==> src/hw/rtl/jsu_pkg.sv <==
// ----------------------------------------------------------------------------
// jsu_pkg
// shared types, codes and helpers for the json string unescape unit
// ----------------------------------------------------------------------------
package jsu_pkg;

	// decoder phases
	localparam logic [1:0] PH_SEEK = 2'd0;
	localparam logic [1:0] PH_STR  = 2'd1;
	localparam logic [1:0] PH_ESC  = 2'd2;
	localparam logic [1:0] PH_HEX  = 2'd3;

	// error codes
	localparam logic [2:0] ERR_NONE    = 3'd0;
	localparam logic [2:0] ERR_QUOTE   = 3'd1;
	localparam logic [2:0] ERR_UNTERM  = 3'd2;
	localparam logic [2:0] ERR_ESC_END = 3'd3;
	localparam logic [2:0] ERR_UNICODE = 3'd4;
	localparam logic [2:0] ERR_BADESC  = 3'd5;

	// characters
	localparam logic [7:0] CH_QUOTE = 8'h22;
	localparam logic [7:0] CH_BSLASH = 8'h5C;
	localparam logic [7:0] CH_SLASH = 8'h2F;
	localparam logic [7:0] CH_QMARK = 8'h3F;
	localparam logic [7:0] CH_SPACE = 8'h20;
	localparam logic [7:0] CH_TAB = 8'h09;
	localparam logic [7:0] CH_CR = 8'h0D;
	localparam logic [7:0] CH_LF = 8'h0A;
	localparam logic [7:0] CH_BS = 8'h08;
	localparam logic [7:0] CH_FF = 8'h0C;

	// input word
	typedef struct packed {
		logic [7:0] data_byte;
		logic       end_of_input;
	} jsu_in_t;

	// output word
	typedef struct packed {
		logic [7:0] out_byte;
		logic       byte_valid;
		logic       string_done;
		logic [2:0] error_code;
	} jsu_out_t;

	// decoder state
	typedef struct packed {
		logic [1:0]  phase;
		logic [1:0]  hex_digits_seen;
		logic [15:0] code_accumulator;
	} jsu_state_t;

	localparam jsu_state_t STATE_RESET = '{phase: PH_SEEK, hex_digits_seen: 2'd0,
		code_accumulator: 16'd0};

	// hex digit value, bit 4 set when the byte is not a hex digit
	function automatic logic [4:0] hex_value(input logic [7:0] b);
		logic [4:0] v;
		v = 5'h10;
		if (b >= 8'h30 && b <= 8'h39) begin
			v = {1'b0, 4'(b - 8'h30)};
		end else if (b >= 8'h61 && b <= 8'h66) begin
			v = {1'b0, 4'(b - 8'h57)};
		end else if (b >= 8'h41 && b <= 8'h46) begin
			v = {1'b0, 4'(b - 8'h37)};
		end
		return v;
	endfunction

endpackage

==> src/hw/rtl/jsu_decode.sv <==
// ----------------------------------------------------------------------------
// jsu_decode
// next-state and result logic for one input byte
// ----------------------------------------------------------------------------
module jsu_decode (
	input  jsu_pkg::jsu_state_t cur,
	input  jsu_pkg::jsu_in_t    item,
	output jsu_pkg::jsu_state_t nxt,
	output logic                has_result,
	output jsu_pkg::jsu_out_t   res
);
	import jsu_pkg::*;

	logic [7:0]  b;
	logic        eoi;
	logic [4:0]  hv;
	logic [15:0] acc;

	assign b   = item.data_byte;
	assign eoi = item.end_of_input;
	assign hv  = hex_value(b);
	assign acc = {cur.code_accumulator[11:0], hv[3:0]};

	always_comb begin
		nxt        = cur;
		has_result = 1'b0;
		res        = '0;
		unique case (cur.phase)
			PH_SEEK: begin
				if (eoi) begin
					has_result     = 1'b1;
					res.error_code = ERR_QUOTE;
					nxt            = STATE_RESET;
				end else if (b == CH_SPACE || b == CH_TAB || b == CH_CR || b == CH_LF) begin
					nxt = cur;
				end else if (b == CH_QUOTE) begin
					nxt.phase = PH_STR;
				end else begin
					has_result     = 1'b1;
					res.error_code = ERR_QUOTE;
					nxt            = STATE_RESET;
				end
			end
			PH_STR: begin
				if (eoi) begin
					has_result     = 1'b1;
					res.error_code = ERR_UNTERM;
					nxt            = STATE_RESET;
				end else if (b == CH_QUOTE) begin
					has_result      = 1'b1;
					res.string_done = 1'b1;
					nxt.phase       = PH_SEEK;
				end else if (b == CH_BSLASH) begin
					nxt.phase = PH_ESC;
				end else begin
					has_result     = 1'b1;
					res.out_byte   = b;
					res.byte_valid = 1'b1;
				end
			end
			PH_ESC: begin
				if (eoi) begin
					has_result     = 1'b1;
					res.error_code = ERR_ESC_END;
					nxt            = STATE_RESET;
				end else if (b == 8'h75) begin
					// \u: start collecting four hex digits
					nxt.phase            = PH_HEX;
					nxt.hex_digits_seen  = 2'd0;
					nxt.code_accumulator = 16'd0;
				end else begin
					has_result     = 1'b1;
					res.byte_valid = 1'b1;
					nxt.phase      = PH_STR;
					unique case (b)
						CH_QUOTE:  res.out_byte = CH_QUOTE;
						CH_BSLASH: res.out_byte = CH_BSLASH;
						CH_SLASH:  res.out_byte = CH_SLASH;
						8'h62:     res.out_byte = CH_BS;
						8'h66:     res.out_byte = CH_FF;
						8'h6E:     res.out_byte = CH_LF;
						8'h72:     res.out_byte = CH_CR;
						8'h74:     res.out_byte = CH_TAB;
						default: begin
							res.byte_valid = 1'b0;
							res.error_code = ERR_BADESC;
							nxt            = STATE_RESET;
						end
					endcase
				end
			end
			PH_HEX: begin
				if (eoi || hv[4]) begin
					has_result     = 1'b1;
					res.error_code = ERR_UNICODE;
					nxt            = STATE_RESET;
				end else if (cur.hex_digits_seen == 2'd3) begin
					// fourth digit: non-ascii code points become '?'
					has_result     = 1'b1;
					res.byte_valid = 1'b1;
					res.out_byte   = (acc[15:7] == 9'd0) ? acc[7:0] : CH_QMARK;
					nxt            = STATE_RESET;
					nxt.phase      = PH_STR;
				end else begin
					nxt.code_accumulator = acc;
					nxt.hex_digits_seen  = cur.hex_digits_seen + 2'd1;
				end
			end
			default: nxt = STATE_RESET;
		endcase
	end

endmodule

==> src/hw/rtl/json_string_unescape_unit.sv <==
// ----------------------------------------------------------------------------
// json_string_unescape_unit
// streaming decoder for one json string literal, one byte per word
// ----------------------------------------------------------------------------
//
//   channel   direction   handshake                     word
//   item      in          item_valid / item_ready       jsu_in_t  (byte, end flag)
//   result    out         result_valid / result_ready   jsu_out_t (byte, flags, error)
//
// one input word per cycle sustained while the result register drains; a word is held in the input
// register, is decoded against the phase and \u accumulator, and its result
// (if any) lands in the result register the same edge the state updates.
// between acceptance and result valid lie the input register and then the
// result register.
// reset returns the decoder to seeking an opening quote and empties both
// registers.
// a stalled result register holds the decode stage; item_ready drops only
// when the input register is full and cannot move on.
//
module json_string_unescape_unit (
	input  logic              clk,
	input  logic              arst_n,
	input  logic              item_valid,
	output logic              item_ready,
	input  jsu_pkg::jsu_in_t  item,
	output logic              result_valid,
	input  logic              result_ready,
	output jsu_pkg::jsu_out_t result
);
	import jsu_pkg::*;

	// input register
	jsu_in_t    item_s1;
	logic       item_valid_s1;

	// decoder state
	jsu_state_t state_q;
	jsu_state_t state_nxt;

	// result register
	jsu_out_t   result_s2;
	logic       result_valid_s2;

	// decode outputs
	logic       has_result;
	jsu_out_t   res;

	logic       accept;
	logic       advance;

	// the decode stage moves when the result register is free or draining
	assign advance    = item_valid_s1 && (!result_valid_s2 || result_ready);
	assign item_ready = !item_valid_s1 || advance;
	assign accept     = item_valid && item_ready;

	jsu_decode u_decode (
		.cur        (state_q),
		.item       (item_s1),
		.nxt        (state_nxt),
		.has_result (has_result),
		.res        (res)
	);

	// input register payload
	always_ff @(posedge clk) begin
		if (accept) begin
			item_s1 <= item;
		end
	end

	always_ff @(posedge clk or negedge arst_n) begin
		if (!arst_n) begin
			item_valid_s1 <= 1'b0;
		end else if (accept) begin
			item_valid_s1 <= 1'b1;
		end else if (advance) begin
			item_valid_s1 <= 1'b0;
		end
	end

	// phase, digit count and code point advance once per decoded word
	always_ff @(posedge clk or negedge arst_n) begin
		if (!arst_n) begin
			state_q <= STATE_RESET;
		end else if (advance) begin
			state_q <= state_nxt;
		end
	end

	// result register payload
	always_ff @(posedge clk) begin
		if (advance && has_result) begin
			result_s2 <= res;
		end
	end

	// words that produce no result simply leave the result register alone
	always_ff @(posedge clk or negedge arst_n) begin
		if (!arst_n) begin
			result_valid_s2 <= 1'b0;
		end else if (advance && has_result) begin
			result_valid_s2 <= 1'b1;
		end else if (result_ready) begin
			result_valid_s2 <= 1'b0;
		end
	end

	assign result_valid = result_valid_s2;
	assign result       = result_s2;

endmodule
==> config.mk <==
export PLATFORM = sky130hd
export DESIGN_NAME = json_string_unescape_unit
export DESIGN_NICKNAME = d
export VERILOG_FILES = /design/src/hw/rtl/jsu_pkg.sv /design/src/hw/rtl/jsu_decode.sv /design/src/hw/rtl/json_string_unescape_unit.sv
export SDC_FILE = /design/constraint.sdc
export NUM_CORES = 1
export LEC_CHECK = 0
export BUFFER_PORTS_ARGS = -buffer_cell sky130_fd_sc_hd__buf_2
export CORE_ASPECT_RATIO = 0.9
export CORE_UTILIZATION = 30
export CTS_BUF_LIST = sky130_fd_sc_hd__clkbuf_16
export CTS_CLUSTER_SIZE = 25
export DETAILED_ROUTE_END_ITERATION = 10
export PLACE_DENSITY = 0.5
export SYNTH_ARGS = -nofsm -noshare
export SYNTH_HDL_FRONTEND = slang
export SYNTH_SLANG_ARGS = --single-unit
==> constraint.sdc <==
create_clock -name clk -period 4.6 [get_ports clk]
set_input_delay 0 -clock clk [delete_from_list [all_inputs] [get_ports clk]]
set_output_delay 0 -clock clk [all_outputs]
set_load 0.01 [all_outputs]
[Word-level counts from Yosys, hierarchy flattened]
Cells that the tools add are included.
Operators by class
  equal/unequal tests: 23
  reductions and logical operators: 22
  mux-type cells: 54
  $add $sub $neg: 4
  $lt $le $gt $ge: 6
  bitwise logic cells: 1
Operator list (count)
  $mux 20: 5
  $pmux 20 s4: 1
  $eq 8x7->1 const B: 7
  $pmux 7 s8: 1
  $mux 18: 3
  $mux 9: 5
  $pmux 9 s3: 1
  $eq 8x4->1 const B: 3
  $eq 8x6->1 const B: 3
  $mux 19: 1
  $mux 1: 18
  $mux 3: 6
  $ge 8x7->1 const B: 2
  $le 8x7->1 const B: 2
  $mux 8: 2
  $mux 5: 3
  $pmux 3 s4: 1
  $mux 10: 1
  $mux 2: 5
  $logic_not 9->1: 1
  $ge 8x6->1 const B: 1
  $le 8x6->1 const B: 1
  $reduce_or 8->1: 1
  $sub 4x3->4 const B: 2
  19 further kinds: 34
Storage, ports and cells
  input bits: 13
  register bits after elaboration: 40

[Depth between registers and ports, before layout]
Gate-level depths: netlist of the first run.
  depth in word-level cells: 10
  mapped depth: 9

[Modules after synthesis]
From an unflattened synthesis of the first run, not the netlist that was laid out.
Unflattened totals
  cells, all modules: 247
  area, all modules: 2856.5 um2
By module, submodules not included
  json_string_unescape_unit: instances 1, cells each 75, area each 1612.8 um2
  jsu_decode: instances 1, cells each 172, area each 1243.7 um2

[Worst setup path before layout of the first run]
Ideal clock, no wire load.
  path kind: reg2reg
  start: register item_s1[1] (netlist name)
  end: register result_s2 (netlist bit result[0]) (enable)
  library setup time: 0.382 ns
  cell stages (with the launch flop): 8
  buffers on the path: 0
  period minus slack after synthesis: 2.577 ns
  arrival time: 2.195 ns
  path slack: 2.023 ns
  cells stage by stage: edfxtp_1 -> inv_1 -> ha_1 -> nand2b_1 -> o2111a_1 -> o211ai_2 -> o21ai_0 -> nor2_1
On the way
  cells in the longest elaborated chain, start to end: 9
RTL lines
  start: declaration: line json_string_unescape_unit.sv:33  | jsu_in_t item_s1;
  start signal: assignment: line json_string_unescape_unit.sv:67  | item_s1 <= item;
  $ge 8x7->1 or $le 8x7->1 (tied branches): line jsu_pkg.sv:65  | end else if (b >= 8'h41 && b <= 8'h46) begin
  $logic_and 1x1->1: line jsu_pkg.sv:65
  $mux 5: line jsu_pkg.sv:65
  $mux 5: line jsu_pkg.sv:63  | end else if (b >= 8'h61 && b <= 8'h66) begin
  $mux 5: line jsu_pkg.sv:61  | if (b >= 8'h30 && b <= 8'h39) begin
  $logic_or 1x1->1: line jsu_decode.sv:93  | if (eoi || hv[4]) begin
  $mux 1: line jsu_decode.sv:93
  $pmux 1 s4 (*): line jsu_decode.sv:28  | unique case (cur.phase)
  $logic_and 1x1->1 (*): line json_string_unescape_unit.sv:92  | if (advance && has_result) begin
  end signal: assignment: line json_string_unescape_unit.sv:93  | result_s2 <= res;
  end: declaration: line json_string_unescape_unit.sv:41  | jsu_out_t result_s2;
Mark *: on every way between the ends. The rest lies on a longest branch, timed or not.
A chain may end at the register's enable or synchronous reset.

[Worst setup path after layout of the first run]
  start: register item_s1[1] (netlist name)
  end: register result_s2 (netlist bit result[5]) (enable)
Same word-level chain as after synthesis.

==> summary.md, run 1 <==
| Metric | Value |
|---|---|
| EDFF count, synth | 22 |
| Number of buffers created by CTS | 5 |
| CTS Buffer Depth | 2 |
| Largest net degree at the start of global routing | 22 |
| Drt first pass iters | 4 |
| Min Tclk post-route | 3120 ps |
| Cell Area, Placed | 2630 um^2 |
| Die ar. | 8480 um^2 |
| Antenna Cells | 0 |
| CTS clk-pin slew, worst paths | 60 ps |
| Switching Power | 0.207 mW |
| Fin Clk Skew | 2.93 ps |
| Gate Count Post-Synth | 232 |
| Layout cells sized above 1 | 20.1% |
| Nets | 289 |
| Comb power frac | 11.8% |
| Worst hold path depth | 3 |
| Initial antenna violation count | 0 |
| Max Freq | 0.320 GHz |
| Port bufs | 27 |
| Critical Setup Path Class | flip-flop to flip-flop |
| Net Count, Synth | 254 |
| Switching part of the total | 24.4% |
| Area Growth Syn to Fin | 18.3% |
| Final Instance Count excl. Fillers | 364 |
| Final Power | 0.847 mW |
| CTS tree | yes |
| Leakage | 1.15 nW |
| Max FO, Critical Path | 13 |
| # H-tree levels | 2 |
| End-of-flow core utilization | 37.4% |
| Crit path buf inv count | 1 |
| Top cell type's share of synthesized area | 27.1% |
| MaxCap Viol Count | 0 |
| CP max stage cell | nor2_1 |
| Internal Power | 0.641 mW |
| First-pass GRT wire length | 9.18 mm |
| RSZ-0062 raised after global routing | no |
| GPL Wtd Cong | 0.854 |
| Most common cell in the netlist | edfxtp_1 |
| Worst Reg2Reg Path Length in Cells | 7 |
| Worst skew pair latency | 280 ps |
| Vias in the first global route | 1773 |
| Cell-by-cell trace of the critical path | inv_1 -> ha_1 -> o21bai_1 -> a2111oi_4 -> o211ai_2 -> o21ai_0 -> nor2_1 |
| Synth top area cells | edfxtp_1, dfrtp_1, ha_1 |
| GRT overflow | 0 |
| Outcome | completed |
| Synth Warn # | 0 |
| DRT iter0 DRCs | 191 |
| Cell Rows | 30 |
| Via density | 5.05 |
| Clk pwr share | 38.8% |
| Avg Inst Size Synth | 10.5 um^2 |
| Power per Cell Area | 294 nW/um^2 |
| Seq cells post-synth | 40 |
| CP Data Arrival Time | 3020 ps |
| Slew Limit Fails | 0 |
| Post-Place Cells | 345 |
| Final Hold Fails | 0 |
| Initial core utilization | 31.6% |
| Setup TNS | 0 ps |
| Slowest cell delay on critical path | 830 ps |
| Crit path capture type | flip-flop |
| Antenna Violating Nets Remaining | 0 |
| Library cells used by synthesis | 55 |
| Post-synth top cells | edfxtp_1, nand2_1, nor2_1 |
| Root buffer cell | clkbuf_16 |
| Crit path max-delay family | compound AO/OA/AOI/OAI gates |
| Post-synth top flop | edfxtp_1 |
| Chip width | 97.0 um |
| FF-to-FF Start | item_s1[1] |
| Synthesized cell area | 2430 um^2 |
| Post CTS Setup Buffer Count | 0 |
| Seq/Total Area, Yosys | 45.6% |
| Vias | 1840 |
| Top-Level Pins | 28 |
| Pre-CTS setup slack | 1530 ps |
| CTS sink cnt | 40 |
| Tot GR Track Use | 14.0% |
| Flop pwr share | 49.5% |
| Worst slew pin tran | 1020 ps |
| DRC | 0 |
| Required @ worst endpoint | 4500 ps |
| CP Launch Type | flip-flop |
| Worst relative slew slack | 31.5% |
| Hold Path Sink | item_valid_s1 |
| Peak supply drop | 0.0000984 V |
| Tightest Hold Check Type | input port to flip-flop |
| Die Ht | 87.5 um |
| Hold_buf cts | 11 |
| Post-CTS sizing | 0 |
| Terminus of the critical flop-to-flop path | result[5] |
| Post-Route WL | 5.58 mm |
| Wire length per cell | 15.3 um |
| Reg2Reg Setup Slack | 1480 ps |
| Core area | 7690 um^2 |
| Dpl hpwl | 4.11 mm |
| Post-synth top area cell | edfxtp_1 |
| Ys async rst share | 45.0% |
| Setup-failing EPs final | 0 |
| Fin worst setup slack | 1480 ps |
| Part of the cycle the worst path needs | 67.9% |
| Post-route cell area | 2880 um^2 |
| Hold_ws | 29.9 ps |
| Min-delay src | result_ready |
## cells in the final DEF, fill, tap and decap left out, drive strengths merged, types with 2 or more instances in the layout
cell type     n
dlygate4sd3  11
nor2         19
nor3b         3
a2111oi       2
nand3         6
dfrtp        18
and2          6
o21ai        11
nor2b         5
buf          27
ha            9
nor3          4
a21oi        12
inv          18
a31oi         5
o211ai        2
mux2          9
and3          3
a211o         2
nand4         5
nand2        19
mux2i         9
nand2b        4
clkbuf        5
o31ai         3
edfxtp       22
nand3b        4
a22oi         3
o21bai        2
o2111ai       2
## routing by layer
metal  track usage, %  vias up  part of all wire, %
li1                 -      919                    -
met1             19.6      870                   50
met2             20.9       45                   44
met3             3.21        6                  4.2
met4             5.83        0                  1.6
met5                0        -                    0
## state kept, by name, indices dropped and copies added (netlist names)
name	cells
item_valid_s1	1
result_valid	1
result	13
item_s1	9
state_q	16
## worst register-to-register path, cell delays in order (launching register included)
cell and delay [ps]:
edfxtp_1 440, inv_1 120, ha_1 300, o21bai_1 310
a2111oi_4 150, o211ai_2 380, o21ai_0 230, nor2_1 830
## area by class of cell
cell class                      instances  area, um^2
Inverter                               17        63.8
Clock inverter                          3        16.3
Sequential cell                        40        1110
Tap cell                               96         120
Clock buffer                            5         125
Fill cell                             769        4810
Timing Repair Buffer                   38         245
Multi-Input combinational cell        165        1200
## cells by family (layout without fill, tap and decap cells)
family	count (synthesis)	after routing	share of synthesized area (%)
buffers and inverters	27	63	5.14
AO/OA/AOI/OAI	52	52	16.6
AND/OR/NAND/NOR	86	86	19.5
multiplexers	18	18	8.48
adder cells (fa/ha/maj)	9	9	4.62
flip-flops	40	40	45.6
## power groups by stage
stage                     combinational (mW)  sequential (mW)  clock, mW
after detailed placement              0.0927            0.426          0
after global routing                   0.109            0.422      0.350
final                                 0.0996            0.419      0.329
after global placement                0.0940            0.426          0
after floorplan                       0.0646            0.421          0
after CTS                              0.100            0.419      0.339
## worst max path at each step
| stage | depth (start not counted) | startpoint | slack (ps) | end |
|---|---|---|---|---|
| 4_1_cts | 7 | item_s1[1] | 1500 | result[5] |
| 3_5_place_dp | 7 | item_s1[1] | 1530 | result[5] |
| 5_1_grt | 7 | item_s1[1] | 1200 | result[4] |
| 2_1_floorplan | 7 | item_s1[1] | 2020 | result[0] |
| 3_3_place_gp | 7 | item_s1[1] | 1640 | result[6] |
| 6_report | 7 | item_s1[1] | 1480 | result[5] |
Note: power is estimated with default switching activity, not from simulation.
==> run 2, diff against run 1 <==
Clock period 4.6 ns to 2.9 ns, I/O delays scaled along.
==> run 2 against run 1 <==
Hold slack barely moved. Utilization is 1.5 points higher. Sequential power up 58%. Highest routed layer unchanged. Global-route usage up 0.66 points. Critical endpoint is now result[10]. Sequential share of layout area shrank 1.5 points. First-iteration DRC count shrank 41%. Critical path type unchanged.
==> summary.md, run 2 (synthesized netlist as in run 1, its figures left out) <==
| Metric | Value |
|---|---|
| FF-to-FF Start | item_s1[3] |
| Dpl hpwl | 4.30 mm (+4.6%) |
| Nets | 300 (+3.8%) |
| Antenna Violating Nets Remaining | 0 (unchanged) |
| CTS Buffer Depth | 2 (unchanged) |
| Slew Limit Fails | 0 (unchanged) |
| Layout cells sized above 1 | 24.4% (+4.2 points) |
| Worst relative slew slack | 53.4% (+22 points) |
| Min-delay src | result_ready |
| Pre-CTS setup slack | 66.2 ps (-1470 ps) |
| Commonest non-fill, non-tap cell in the layout | buf_2 |
| Core area | 7690 um^2 (unchanged) |
| Root buffer cell | clkbuf_16 |
| Fin Clk Skew | 9.24 ps (+6.31 ps) |
| RSZ-0062 raised after global routing | no |
| Leakage | 1.21 nW (+5.5%) |
| Power per Cell Area | 489 nW/um^2 (+66%) |
| Initial antenna violation count | 0 (unchanged) |
| Wire length per cell | 15.4 um (+0.30%) |
| MaxCap Viol Count | 0 (unchanged) |
| Post-Route WL | 5.76 mm (+3.3%) |
| DRT iter0 DRCs | 113 (-41%) |
| Setup TNS | 0 ps (unchanged) |
| FILL cells | 739 (-3.9%) |
| Worst skew pair latency | 280 ps (about the same) |
| Port bufs | 27 (unchanged) |
| Vias in the first global route | 1962 (+11%) |
| Area Growth Syn to Fin | 23.0% |
| Antenna Cells | 0 (unchanged) |
| Most frequent cells in the layout | buf_2, edfxtp_1, nand2_1 |
| Cell Area, Placed | 2710 um^2 (+3.1%) |
| Post-route cell area | 2990 um^2 (+4.0%) |
| Largest net degree at the start of global routing | 21 (-4.5%) |
| Vias | 1934 (+5.1%) |
| GPL Wtd Cong | 0.937 (+9.7%) |
| Largest register FFs | 16 (unchanged) |
| CTS tree | yes |
| Reg2Reg Setup Slack | 230 ps (-1250 ps) |
| Chip width | 97.0 um (unchanged) |
| Min Tclk post-route | 2670 ps (-452 ps) |
| Hold Path Sink | item_valid_s1 |
| First-pass GRT wire length | 9.78 mm (+6.5%) |
| Part of the cycle the worst path needs | 92.1% (+24 points) |
| CP Data Arrival Time | 2650 ps (-370 ps) |
| Peak supply drop | 0.000314 V (+220%) |
| DRC | 0 (unchanged) |
| Top-Level Pins | 28 (unchanged) |
| Setup-failing EPs final | 0 (unchanged) |
| Via density | 5.16 (+2.0%) |
| Largest Register | state_q |
| Initial core utilization | 31.6% (unchanged) |
| Final Hold Fails | 0 (unchanged) |
| Cell Rows | 30 (unchanged) |
| CTS clk-pin slew, worst paths | 60 ps (about the same) |
| Worst hold path depth | 3 (unchanged) |
| GRT overflow | 0 (unchanged) |
| Terminus of the critical flop-to-flop path | result[10] |
| Slowest cell delay on critical path | 580 ps (-250 ps) |
| Max FO, Critical Path | 14 (+1) |
| Tightest Hold Check Type | input port to flip-flop |
| Cell-by-cell trace of the critical path | nor2_1 -> o211ai_1 -> and2_1 -> nor2b_1 -> a2111oi_1 -> nor2_2 |
| CP Launch Type | flip-flop |
| Critical Setup Path Class | flip-flop to flip-flop |
| Number of buffers created by CTS | 5 (unchanged) |
| Die Ht | 87.5 um (unchanged) |
| # H-tree levels | 2 (unchanged) |
| Fin worst setup slack | 230 ps (-1250 ps) |
| Tot GR Track Use | 14.7% (+0.66 points) |
| Drt first pass iters | 4 (unchanged) |
| CP max stage cell | edfxtp_1 |
| Max Freq | 0.375 GHz (+17%) |
| Required @ worst endpoint | 2880 ps (-1620 ps) |
| Worst slew pin tran | 699 ps (-324 ps) |
| Outcome | completed |
| CTS sink cnt | 40 (unchanged) |
| Worst Reg2Reg Path Length in Cells | 6 (-1) |
| Die ar. | 8480 um^2 (unchanged) |
| Hold_ws | 29.5 ps (-0.451 ps) |
| Crit path capture type | flip-flop |
[run 2: cell types whose count changed in the layout (fill, tap and decap cells not counted), sizes merged]
| cell | previous run | this run |
|---|---|---|
| buf | 27 | 38 |
| bufinv | 0 | 1 |
| inv | 18 | 17 |
[run 2: how the worst max path moves through the flow]
stage | startpoint | endpoint | slack [ps] | depth (start not counted)
floorplan | item_s1[1] | result[0] | 320 | 7
global placement | item_s1[1] | result[5] | 160 | 7
detailed placement | item_s1[1] | result[8] | 70 | 7
CTS | item_s1[1] | result[3] | 50 | 7
global route | item_s1[3] | result[10] | 40 | 6
finish | item_s1[3] | result[10] | 230 | 6
[run 2: repair_timing]
| action | 4_1_cts | 5_1_grt |
|---|---|---|
| hold buffers | 11 | 0 |
| setup endpoints to repair | 0 | 19 |
| resized for setup | 0 | 2 |
| hold endpoints to repair | 28 | 0 |
| setup buffers | 0 | 0 |
[run 2: layout make-up]
| type | count | area [um^2] | share of cell area (%) |
|---|---|---|---|
| inverters | 17 | 63.8 | 2.13 |
| clock inverters | 3 | 42.5 | 1.42 |
| repair buffers | 49 | 328 | 10.9 |
| well taps | 96 | 120 | 4.01 |
| flip-flops and latches | 40 | 1110 | 37.1 |
| multi-input cells | 165 | 1200 | 40.2 |
| clock buffers | 5 | 125 | 4.18 |
[run 2: where the power goes]
group | switching, mW | internal [mW]
registers | 0.0293 | 0.634
logic | 0.0957 | 0.0739
clock network | 0.227 | 0.404
[run 2: through the flow]
stage	util (%)	total power, mW	cells
after floorplan	-	0.771	232
after global placement	35.2	0.831	356
after detailed placement	35.2	0.831	356
after CTS	38.8	1.47	375
after global routing	38.9	1.52	375
final	38.9	1.46	375
[run 2: critical path: cells and delay by family, from the launching register on]
| family | cells | cell delay [ps] |
|---|---|---|
| flip-flops | 1 | 580 |
| AND/OR/NAND/NOR | 4 | 1080 |
| AO/OA/AOI/OAI | 2 | 700 |
[run 2: metal layers]
layer,up-vias,part of all wire [%],GRT usage [%],routed length [um]
li1,939,-,-,-
met1,918,49,20.0,2850
met2,71,44,22.9,2540
met3,6,5.0,3.29,289
met4,0,1.5,5.70,85
met5,-,0,0,0
==> run 3, diff against run 2 <==
Settings changed: GPL_TIMING_DRIVEN set to 0.
==> run 3 against run 2 <==
Global-route usage decreased by 0.095 points. Highest routed layer unchanged. Hold slack improved by 11 ps. Clock power decreased by 16%. Combinational power increased by 12%. Die area unchanged. Sequential power decreased by 2%. Critical path depth increased by 4. Utilization increased by 0.098 points.
==> summary.md, run 3 (synthesized netlist as in run 1, its figures left out) <==
| Metric | Value |
|---|---|
| Outcome | completed |
| CP max stage cell | edfxtp_1 |
| Cell Area, Placed | 2690 um^2 (-0.78%) |
| DRT iter0 DRCs | 116 (+2.7%) |
| Crit path capture type | flip-flop |
| Cell Rows | 30 (unchanged) |
| CTS tree | yes |
| Slew Limit Fails | 0 (unchanged) |
| Setup-failing EPs final | 0 (unchanged) |
| Area Growth Syn to Fin | 23.3% |
| Power per Cell Area | 456 nW/um^2 (-6.7%) |
| Largest net degree at the start of global routing | 19 (-9.5%) |
| Worst skew pair latency | 280 ps (about the same) |
| Root buffer cell | clkbuf_16 |
| Slowest cell delay on critical path | 470 ps (-110 ps) |
| Post-Route WL | 5.84 mm (+1.4%) |
| Layout cells sized above 1 | 23.8% (-0.53 points) |
| Crit path max-delay family | compound AO/OA/AOI/OAI gates |
| End-of-flow core utilization | 39.0% (+0.098 points) |
| # H-tree levels | 2 (unchanged) |
| Tightest Hold Check Type | input port to flip-flop |
| Area of the multi-input gates | 1230 um^2 (+2.0%) |
| Leakage | 1.21 nW (-0.11%) |
| Nets | 302 (+0.67%) |
| RSZ-0062 raised after global routing | no |
| Post-route cell area | 3000 um^2 (+0.25%) |
| CTS sink cnt | 40 (unchanged) |
| Crit path buf inv count | 3 (+3) |
| Max FO, Critical Path | 8 (-6) |
| Switching Power | 0.343 mW (-2.5%) |
| Number of buffers created by CTS | 5 (unchanged) |
| Chip width | 97.0 um (unchanged) |
| Core area | 7690 um^2 (unchanged) |
| Switching part of the total | 25.0% (+1.0 points) |
| Tot GR Track Use | 14.6% (-0.095 points) |
| FILL cells | 756 (+2.3%) |
| Top-Level Pins | 28 (unchanged) |
| Final Power | 1.37 mW (-6.4%) |
| GPL Wtd Cong | 0.837 (-11%) |
| Initial core utilization | 31.6% (unchanged) |
| Port bufs | 27 (unchanged) |
| Internal Power | 1.03 mW (-7.7%) |
| Flop pwr share | 47.6% (+2.3 points) |
| Most frequent cells in the layout | buf_2, edfxtp_1, inv_1, nand2_1, dfrtp_1 |
| Cell-by-cell trace of the critical path | inv_1 -> ha_1 -> o21bai_1 -> a2111oi_4 -> buf_4 -> o211ai_4 -> or3_1 -> clkbuf_1 -> nor2_1 -> mux2_4 |
| Largest register FFs | 16 (unchanged) |
| Largest Register | state_q |
| Drt first pass iters | 4 (unchanged) |
| Peak supply drop | 0.000225 V (-28%) |
| Wire length per cell | 15.5 um (+0.89%) |
| CP Data Arrival Time | 2840 ps (+190 ps) |
| GRT overflow | 0 (unchanged) |
| DRC | 0 (unchanged) |
| Final Instance Count excl. Fillers | 377 (+0.53%) |
| Post-Place Cells | 355 (-0.28%) |
| Critical Setup Path Class | flip-flop to flip-flop |
| CTS Buffer Depth | 2 (unchanged) |
| Commonest non-fill, non-tap cell in the layout | buf_2 |
| Initial antenna violation count | 0 (unchanged) |
| Required @ worst endpoint | 3060 ps (+180 ps) |
| Fin Clk Skew | 3.56 ps (-5.68 ps) |
| Antenna Cells | 0 (unchanged) |
| Final Hold Fails | 0 (unchanged) |
| Via density | 5.15 (-0.12%) |
| Antenna Violating Nets Remaining | 0 (unchanged) |
| CTS clk-pin slew, worst paths | 60 ps (about the same) |
| Max Freq | 0.374 GHz (-0.17%) |
| Reg2Reg Setup Slack | 230 ps (about the same) |
| Min Tclk post-route | 2670 ps (+4.42 ps) |
| CP Launch Type | flip-flop |
| Vias | 1942 (+0.41%) |
| Clk pwr share | 38.5% (-4.6 points) |
| First-pass GRT wire length | 9.66 mm (-1.3%) |
| Register area | 1110 um^2 (unchanged) |
| Dpl hpwl | 4.25 mm (-1.1%) |
| Vias in the first global route | 1828 (-6.8%) |
| Die Ht | 87.5 um (unchanged) |
| Part of the cycle the worst path needs | 92.2% (+0.15 points) |
| Die ar. | 8480 um^2 (unchanged) |
| Worst slew pin tran | 564 ps (-135 ps) |
| Worst relative slew slack | 62.2% (+8.8 points) |
| MaxCap Viol Count | 0 (unchanged) |
| Comb power frac | 13.9% (+2.3 points) |
## run 3: cell count changes in the layout (fill, tap and decap cells not counted), sizes merged
cell	change
clkbuf	+3
inv	+2
buf	-1
bufinv	-1
clkinvlp	-1
## run 3: layout make-up
| type | count | share of cell area (%) |
|---|---|---|
| Multi-Input combinational cell | 165 | 40.9 |
| Sequential cell | 40 | 37.0 |
| Timing Repair Buffer | 41 | 9.34 |
| Clock buffer | 5 | 4.17 |
| Tap cell | 96 | 4.00 |
| Inverter | 17 | 2.13 |
| Buffer | 10 | 2.04 |
| Clock inverter | 3 | 0.417 |
## run 3: path summary, 6_finish.rpt
check                             startpoint            to  depth (start not counted)
worst min register to register   state_q[10]   state_q[10]                          1
worst max-delay path              item_s1[1]    state_q[8]                         10
worst max register to register    item_s1[1]    state_q[8]                         10
min in group asynchronous             arst_n    state_q[9]                          2
worst min-delay path            result_ready  result_valid                          3
max in group asynchronous             arst_n   state_q[19]                          2
## run 3: worst min-delay path, cell delays in order
cell and delay, ps:
buf_2 90, nand2b_1 100, o21ai_0 80
## run 3: stage by stage
stage	hold slack [ps]	setup WS, ps	setup TNS [ps]
after floorplan	-296	323	0
after global placement	-40.3	-361	-4690
after detailed placement	-40.1	-327	-4250
after CTS	40.5	28.6	0
after global routing	83.7	39.6	0
final	40.4	226	0
## run 3: power groups by stage
stage | registers (mW) | clock network (mW) | logic (mW)
floorplan | 0.668 | 0 | 0.103
global placement | 0.663 | 0 | 0.166
detailed placement | 0.664 | 0 | 0.167
CTS | 0.652 | 0.540 | 0.181
global route | 0.656 | 0.562 | 0.206
finish | 0.652 | 0.528 | 0.190
## run 3: repair_timing
item	in CTS	in global routing
setup buffers	0	3
setup endpoints to repair	13	36
hold endpoints to repair	28	0
pin swaps	0	2
hold buffers	11	0
resized for setup	2	5
cloned	0	0
## run 3: per-layer routing
layer / vias up / wire (um) / global-route usage [%]
li1: 952 / - / -
met1: 928 / 2980 / 20.9
met4: 0 / 49 / 4.61
met5: - / 0 / 0
met3: 2 / 315 / 3.29
met2: 60 / 2500 / 21.9
